## src/hw/rtl/assert_macros.svh

```systemverilog
// Assertion macros shared by the list RTL.
// No dependencies; include with the bare file name.
`ifndef ASSERT_MACROS_SVH
`define ASSERT_MACROS_SVH

// Check a property on every rising edge outside reset.
`define ASSERT_ON(lbl, clk, rstn, prop) \
	lbl: assert property (@(posedge clk) disable iff (!(rstn)) (prop)) \
		else $error("assertion failed");

// Check that a condition never holds outside reset.
`define ASSERT_NEVER(lbl, clk, rstn, cond) \
	lbl: assert property (@(posedge clk) disable iff (!(rstn)) !(cond)) \
		else $error("forbidden condition seen");

`endif

```

## src/hw/rtl/bdll_pkg.sv

```systemverilog
// Shared types and codes of the bounded doubly linked list.
// No dependencies.
package bdll_pkg;

	localparam logic [2:0] KIND_APPEND  = 3'd0;
	localparam logic [2:0] KIND_PREPEND = 3'd1;
	localparam logic [2:0] KIND_REMOVE  = 3'd2;
	localparam logic [2:0] KIND_READ    = 3'd3;
	localparam logic [2:0] KIND_CLEAR   = 3'd4;

	localparam logic [1:0] STATUS_OK    = 2'd0;
	localparam logic [1:0] STATUS_INDEX = 2'd1;
	localparam logic [1:0] STATUS_FULL  = 2'd2;

	typedef enum logic [2:0] {
		ST_IDLE,
		ST_POP,
		ST_INS_LINK,
		ST_WALK,
		ST_RM_PREV,
		ST_RM_NEXT,
		ST_RESP
	} state_t;

	typedef struct packed {
		logic val;
		logic nxt;
		logic prv;
	} node_wen_t;

	typedef struct packed {
		logic push;
		logic pop;
		logic clear;
	} fs_cmd_t;

endpackage

```

## src/hw/rtl/bdll_free_stack.sv

```systemverilog
// Free slot stack with a fresh-slot counter behind it.
// Uses bdll_pkg for the command struct.
module bdll_free_stack #(
	parameter int DEPTH = 256,
	parameter int PW    = 9,
	parameter int SW    = 8
) (
	input  logic              clk,
	input  logic              arst_n,
	input  bdll_pkg::fs_cmd_t cmd,
	input  logic [SW-1:0]     push_slot,
	output logic [SW-1:0]     pop_slot
);

	logic [SW-1:0] mem [DEPTH];
	logic [PW-1:0] sp_q;
	logic [PW-1:0] fresh_q;
	logic [PW-1:0] sp_dec;
	logic          from_mem_q;
	logic [SW-1:0] fresh_slot_q;
	logic [SW-1:0] rd_q;

	assign sp_dec = sp_q - PW'(1);

	always_ff @(posedge clk) begin
		if (cmd.push) begin
			mem[sp_q[SW-1:0]] <= push_slot;
		end
		if (cmd.pop) begin
			rd_q <= mem[sp_dec[SW-1:0]];
		end
	end

	always_ff @(posedge clk or negedge arst_n) begin
		if (!arst_n) begin
			sp_q         <= '0;
			fresh_q      <= '0;
			from_mem_q   <= 1'b0;
			fresh_slot_q <= '0;
		end else if (cmd.clear) begin
			sp_q    <= '0;
			fresh_q <= '0;
		end else if (cmd.push) begin
			sp_q <= sp_q + PW'(1);
		end else if (cmd.pop) begin
			if (sp_q != '0) begin
				sp_q       <= sp_dec;
				from_mem_q <= 1'b1;
			end else begin
				fresh_q      <= fresh_q + PW'(1);
				fresh_slot_q <= fresh_q[SW-1:0];
				from_mem_q   <= 1'b0;
			end
		end
	end

	assign pop_slot = from_mem_q ? rd_q : fresh_slot_q;

endmodule

```

## config.mk

```make
export PLATFORM = sky130hd
export DESIGN_NAME = bdll_free_stack
export DESIGN_NICKNAME = d
export VERILOG_FILES = /design/src/hw/rtl/assert_macros.svh /design/src/hw/rtl/bdll_pkg.sv /design/src/hw/rtl/bdll_free_stack.sv
export SDC_FILE = /design/constraint.sdc
export NUM_CORES = 2
export LEC_CHECK = 0
export BUFFER_PORTS_ARGS = -buffer_cell sky130_fd_sc_hd__buf_2
export CAP_MARGIN = 10
export CORE_UTILIZATION = 25
export CTS_CLUSTER_SIZE = 20
export DETAILED_ROUTE_END_ITERATION = 16
export PLACE_DENSITY = 0.43
export SLEW_MARGIN = 15
export SYNTH_ARGS = -nofsm -noshare
export SYNTH_HDL_FRONTEND = slang
export SYNTH_SLANG_ARGS = --single-unit
```

## constraint.sdc

```tcl
create_clock -name clk -period 10.7 [get_ports clk]
set_clock_uncertainty 0.2 [all_clocks]
set_input_delay 1.605 -clock clk [delete_from_list [all_inputs] [get_ports clk]]
set_output_delay 1.605 -clock clk [all_outputs]
set_load 0.02 [all_outputs]
```

# Word-level counts from Yosys, hierarchy flattened
# Memory sizes are Yosys's and may differ from the RTL's. A register that Yosys moved wholly into a read port is not among the register bits.
# Index checks and enable logic that the tools add are counted.
dict set report totals {
  register_bits 27
  latch_bits 0
  ramBits 2048
  mem_bits_ro 0
  input_bits 13
  out_inout_bits 8
  elab_cells 33
  n_memories 1
}
dict set report classes {
  add_sub_neg 3
  mul 0
  div_mod_pow 0
  n_lt_le_gt_ge 0
  n_eq_ne 2
  shifts 0
  muxes 12
  bitwise_logic 3
  reduce_logical 8
}
# memory words word_bits read_ports rd_clocked_by_memory_dff write_ports line_no
set mem_list {}
lappend mem_list {mem 256 8 1 1 1 bdll_free_stack.sv:15} ;# logic [SW-1:0] mem [DEPTH];
# cell count
set ops {}
lappend ops {{2-to-1 mux 9 bit} 8}
lappend ops {{adder 9 x 1 -> 9 bit, second input constant} 2}
lappend ops {{nonzero test 9 bit} 1}
lappend ops {{subtractor 9 x 1 -> 9 bit, second input constant} 1}
lappend ops {{2-to-1 mux 8 bit} 1}
lappend ops {{AND reduction 3 bit} 2}
lappend ops {{nonzero test 3 bit} 2}
lappend ops {{!= test 2 bit, second input constant} 2}
lappend ops {{AND reduction 4 bit} 1}
lappend ops {{2-to-1 mux 1 bit} 3}
lappend ops {{inverter 1 bit} 3}
lappend ops {{AND reduction 2 bit} 1}
lappend ops {{nonzero test 2 bit} 1}

# Longest topological paths before layout
dict set report depth {
  word_depth 5
  mapped_depth 17
  depth_no_buf 9
}

# Worst setup path before layout
# No wires, ideal clock.
dict set report synth_timing {
  path_kind {register to register}
  from {register sp_q[0]}
  to {register rd_q[4] (read register of mem) (data pin)}
  setup_ns 0.272
  t_arrival_ns 3.756
  t_required_ns 10.228
  slack_ns 6.471
  stages_incl_launch_ff 17
  n_path_buf 9
  period_less_slack_ns 4.229
  cell_sequence {dfrtp_1 > buf_2 > buf_2 > buf_2 > buf_2 > buf_2 > inv_1 > ha_1 > buf_2 > clkbuf_1 > clkbuf_1 > clkbuf_1 > mux4_2 > a22oi_1 > a21oi_1 > nor3_1 > o221ai_1}
}
dict set report synth_via {
  elab_chain_cells 1
}
# item line_no
set synth_rtl {}
lappend synth_rtl {{from (decl)} bdll_free_stack.sv:16} ;# logic [PW-1:0] sp_q;
lappend synth_rtl {{from (signal assigned)} bdll_free_stack.sv:44} ;# sp_q <= sp_q + PW'(1);
lappend synth_rtl {{from (signal assigned)} bdll_free_stack.sv:47} ;# sp_q <= sp_dec;
lappend synth_rtl {{subtractor 9 x 1 -> 9 bit} bdll_free_stack.sv:23} ;# assign sp_dec = sp_q - PW'(1);
lappend synth_rtl {{to (decl)} bdll_free_stack.sv:21} ;# logic [SW-1:0] rd_q;
# Every way passes these cells.
# A chain may end at the register's enable or synchronous reset.

# Worst setup path after layout
# Ends and elaborated chain as after synthesis.

==> flow_summary_export.csv <==
group,metric,value,unit
sta,tightest_slew,1.141,ns
cts,clock_tree.buffer_depth,4,
routing,wire_per_inst,26.44,um
routing,ant_nets,0,
cts,cts_tree,"built",
sta,finalSetupViolations,0,
power,leakage,27.68,nW
global_routing,grt_pass1_vias,39840,
sta,final.setup.tns,0,ns
layout,utilization,29.07,%
worst_setup_path,r2r-end,"rd_q[4]",
placed_design,dp_hpwl,126.8,mm
sta,rsz0062_at_grt,"false",
floorplanning,io_pins,21,
worst_setup_path,max_stage_delay,0.84,ns
logic_synthesis,syn_nets,3786,
worst_setup_path,cpMostUsedCell,"buf_12",
logic_synthesis,seq_area_frac_synth,77.69,%
floorplanning,coreArea,318800,sq um
worst_setup_path,cp_top_family,"compound AO/OA/AOI/OAI gates",
routing,dr.first_iter.drc_count,3555,
floorplanning,die_area,323500,sq um
worst_setup_path,crit_end,"rd_q[4]",
logic_synthesis,synthArstFlopShare,1.249,%
floorplanning,rows,207,
global_routing,grt_overflow,0,
global_routing,grt_pass1_wl,313.1,mm
worst_setup_path,path_class,"flip-flop to flip-flop",
cts,postCtsSetupBuffers,0,
worst_setup_path,critical_path_required,11.08,ns
worst_setup_path,reg2reg_depth,9,
worst_setup_path,cp_max_fo,95,
layout,fillers,31170,
worst_setup_path,end_kind,"flip-flop",
worst_setup_path,cp_num_buf_inv,3,
sta,setup_ws,4.560,ns
layout,area_growth,15.42,%
power,vdd_drop_max,0.3952,mV
worst_setup_path,slowest_stage,"a32oi_1",
cts,cts_hold_buf,0,
logic_synthesis,syn-instance-count,3768,
sta,timing.fmax,162.9,MHz
routing,via_per_inst,4.565,
routing,finalWirelength,219.8,mm
cts,path_clk_slew,0.07,ns
cts,cts-resized-gates,0,
run,drv_cap,0,
floorplanning,die_w,568.8,um
global_routing,antenna_found_initial,4,
sta,finalHoldViolations,0,
placed_design,globalplace.congestion,0.7507,
cts,numCtsBuffers,225,
placed_design,post-place-ws,4.297,ns
placed_design,io_buffers,20,
cts,clockRootBuffer,"clkbuf_16",
worst_setup_path,path_cells,"buf_4, buf_12, buf_12, mux4_2, a22oi_1, a21oi_1, a211o_1, a32oi_1, o221ai_1",
floorplanning,start_util,25.19,%
hold_path,hold_path_class,"flip-flop to flip-flop",
worst_setup_path,cp-startpoint,"sp_q[0]",
worst_setup_path,critical_path_arrival,6.52,ns
routing,drc,0,
logic_synthesis,synth.distinct_cells,44,
sta,fin_crit_sh,57.38,%
logic_synthesis,ys.flop_type,"edfxtp_1",
logic_synthesis,synth-edff-count,2056,
sta,min_period,6.140,ns
layout,final_net_count,3872,
routing,vias,37960,
layout,multiInputGateArea,17120,sq um
global_routing,grt_usage,13.42,%
sta,hold_ws,0.2728,ns
layout,final-seq-area,62390,sq um
layout,drive_gt1_share,23.58,%
power,powerDensity,285.2,nW/um^2
worst_setup_path,startpoint_type,"flip-flop",
cts,cts-htree-levels,4,
floorplanning,chipHeight,568.8,um
worst_setup_path,regToRegSetupSlack,4.56,ns
routing,dr.pass1.iters,6,
worst_setup_path,r2r-start,"sp_q[0]",
cts,worstSkewPairLatency,0.90,ns
sta,drv_slew,0,
cts,clock_sinks,2082,
logic_synthesis,synth_area,80310,sq um
sta,slew_headroom,23.21,%
logic_synthesis,avgSynthCellArea,21.31,sq um
global_routing,grt_max_degree,119,
logic_synthesis,ys_seq_elements,2082,
logic_synthesis,yosys_warnings,0,
run_status,status,"completed",
worst_setup_path,path_depth,9,
## worst reg2reg max path, cell delays in order (launching register included)
cell and delay [ns]:
dfrtp_4 0.67, buf_4 0.74, buf_12 0.65, buf_12 0.63
mux4_2 0.82, a22oi_1 0.38, a21oi_1 0.22, a211o_1 0.40
a32oi_1 0.85, o221ai_1 0.28
## cell type report
| type | instances | share of cell area [%] |
|---|---|---|
| sequential | 2082 | 67.31 |
| multi-input combinational | 1449 | 18.47 |
| tap | 4284 | 5.783 |
| timing repair buffer | 91 | 0.8909 |
| antenna | 3 | 0.008099 |
| clock inverter | 131 | 1.236 |
| clock buffer | 271 | 6.283 |
| inverter | 5 | 0.02025 |
## synth_stat cells (all sizes together), types with 2 or more instances
master,number,area [sq um]
edfxtp,2056,61740
mux4,512,11530
nor2,283,1062
a22oi,193,1449
nand2,139,526.8
clkbuf,137,514.2
buf,95,470.5
a21oi,53,265.3
a22o,49,429.2
nand3,40,200.2
dfrtp,26,650.6
mux2i,24,240.2
and3,22,137.6
nor3,21,105.1
o221ai,17,148.9
a211o,16,140.1
a32oi,16,140.1
xor2,12,105.1
mux2,8,90.09
xnor2,7,61.31
o21ai,6,30.02
ha,5,62.56
nand4,5,31.28
nor2b,5,31.28
inv,4,15.01
a31oi,2,12.51
and2,2,12.51
nor4,2,12.51
or3,2,17.52
## sequential cells by signal, indices dropped and copies added, names as in the netlist
register / count
fresh_q: 8
fresh_slot_q: 8
from_mem_q: 1
mem: 2048
rd_q: 8
sp_q: 9
## cell families (layout without fill, tap and decap cells)
kind of cell / after synthesis / in the layout / share of synthesized area (%)
buffers and inverters: 237 / 498 / 1.250
flip-flops: 2082 / 2082 / 77.69
other: 0 / 3 / 0
XOR/XNOR: 19 / 19 / 0.2072
multiplexers: 544 / 544 / 14.77
adder cells (fa/ha/maj): 5 / 5 / 0.07790
AND/OR/NAND/NOR: 524 / 524 / 2.697
AO/OA/AOI/OAI: 357 / 357 / 3.311
## power breakdown
part | total, W | switching (W) | internal (W) | leakage (nW)
combinational | 0.00973 | 0.00637 | 0.00336 | 5.43
clock | 0.00749 | 0.00324 | 0.00425 | 3.41
sequential | 0.00921 | 0.000104 | 0.00911 | 18.8
total | 0.0264 | 0.00972 | 0.0167 | 27.7
## how the worst min path moves through the flow
| stage | slack, ns | cells after the start | from | to |
|---|---|---|---|---|
| floorplan | 0.24 | 2 | fresh_slot_q[7] | fresh_slot_q[7] |
| global placement | 0.26 | 2 | fresh_slot_q[4] | fresh_slot_q[4] |
| detailed placement | 0.26 | 2 | fresh_slot_q[6] | fresh_slot_q[6] |
| CTS | 0.28 | 2 | fresh_slot_q[6] | fresh_slot_q[6] |
| global route | 0.29 | 2 | fresh_slot_q[4] | fresh_slot_q[4] |
| finish | 0.27 | 2 | fresh_slot_q[7] | fresh_slot_q[7] |
## per-layer routing
layer	wire, um	GRT usage, %	up-vias
met3	10500	2.267	289
met1	98470	18.46	20780
met2	105700	21.93	894
met4	5218	3.403	0
li1	-	-	16000
met5	0	0	-
## metrics by stage
stage | total power [W] | cells | area, sq um
after floorplan | 0.01508 | 3768 | 80310
after global placement | 0.01938 | 7911 | 85700
after detailed placement | 0.01932 | 7911 | 85710
after CTS | 0.02684 | 8313 | 92680
after global routing | 0.02743 | 8314 | 92690
final | 0.02644 | 8316 | 92690
## placed cells by master, fill, tap and decap left out, drive strengths merged, types with 26 or more instances in the layout
cell    synthesis  layout
a21oi          53      53
a22o           49      49
a22oi         193     193
buf            95      91
clkbuf        137     271
clkinv          1     104
dfrtp          26      26
edfxtp       2056    2056
mux4          512     512
nand2         139     139
nand3          40      40
nor2          283     283
Power figures use the tool's default switching activity.
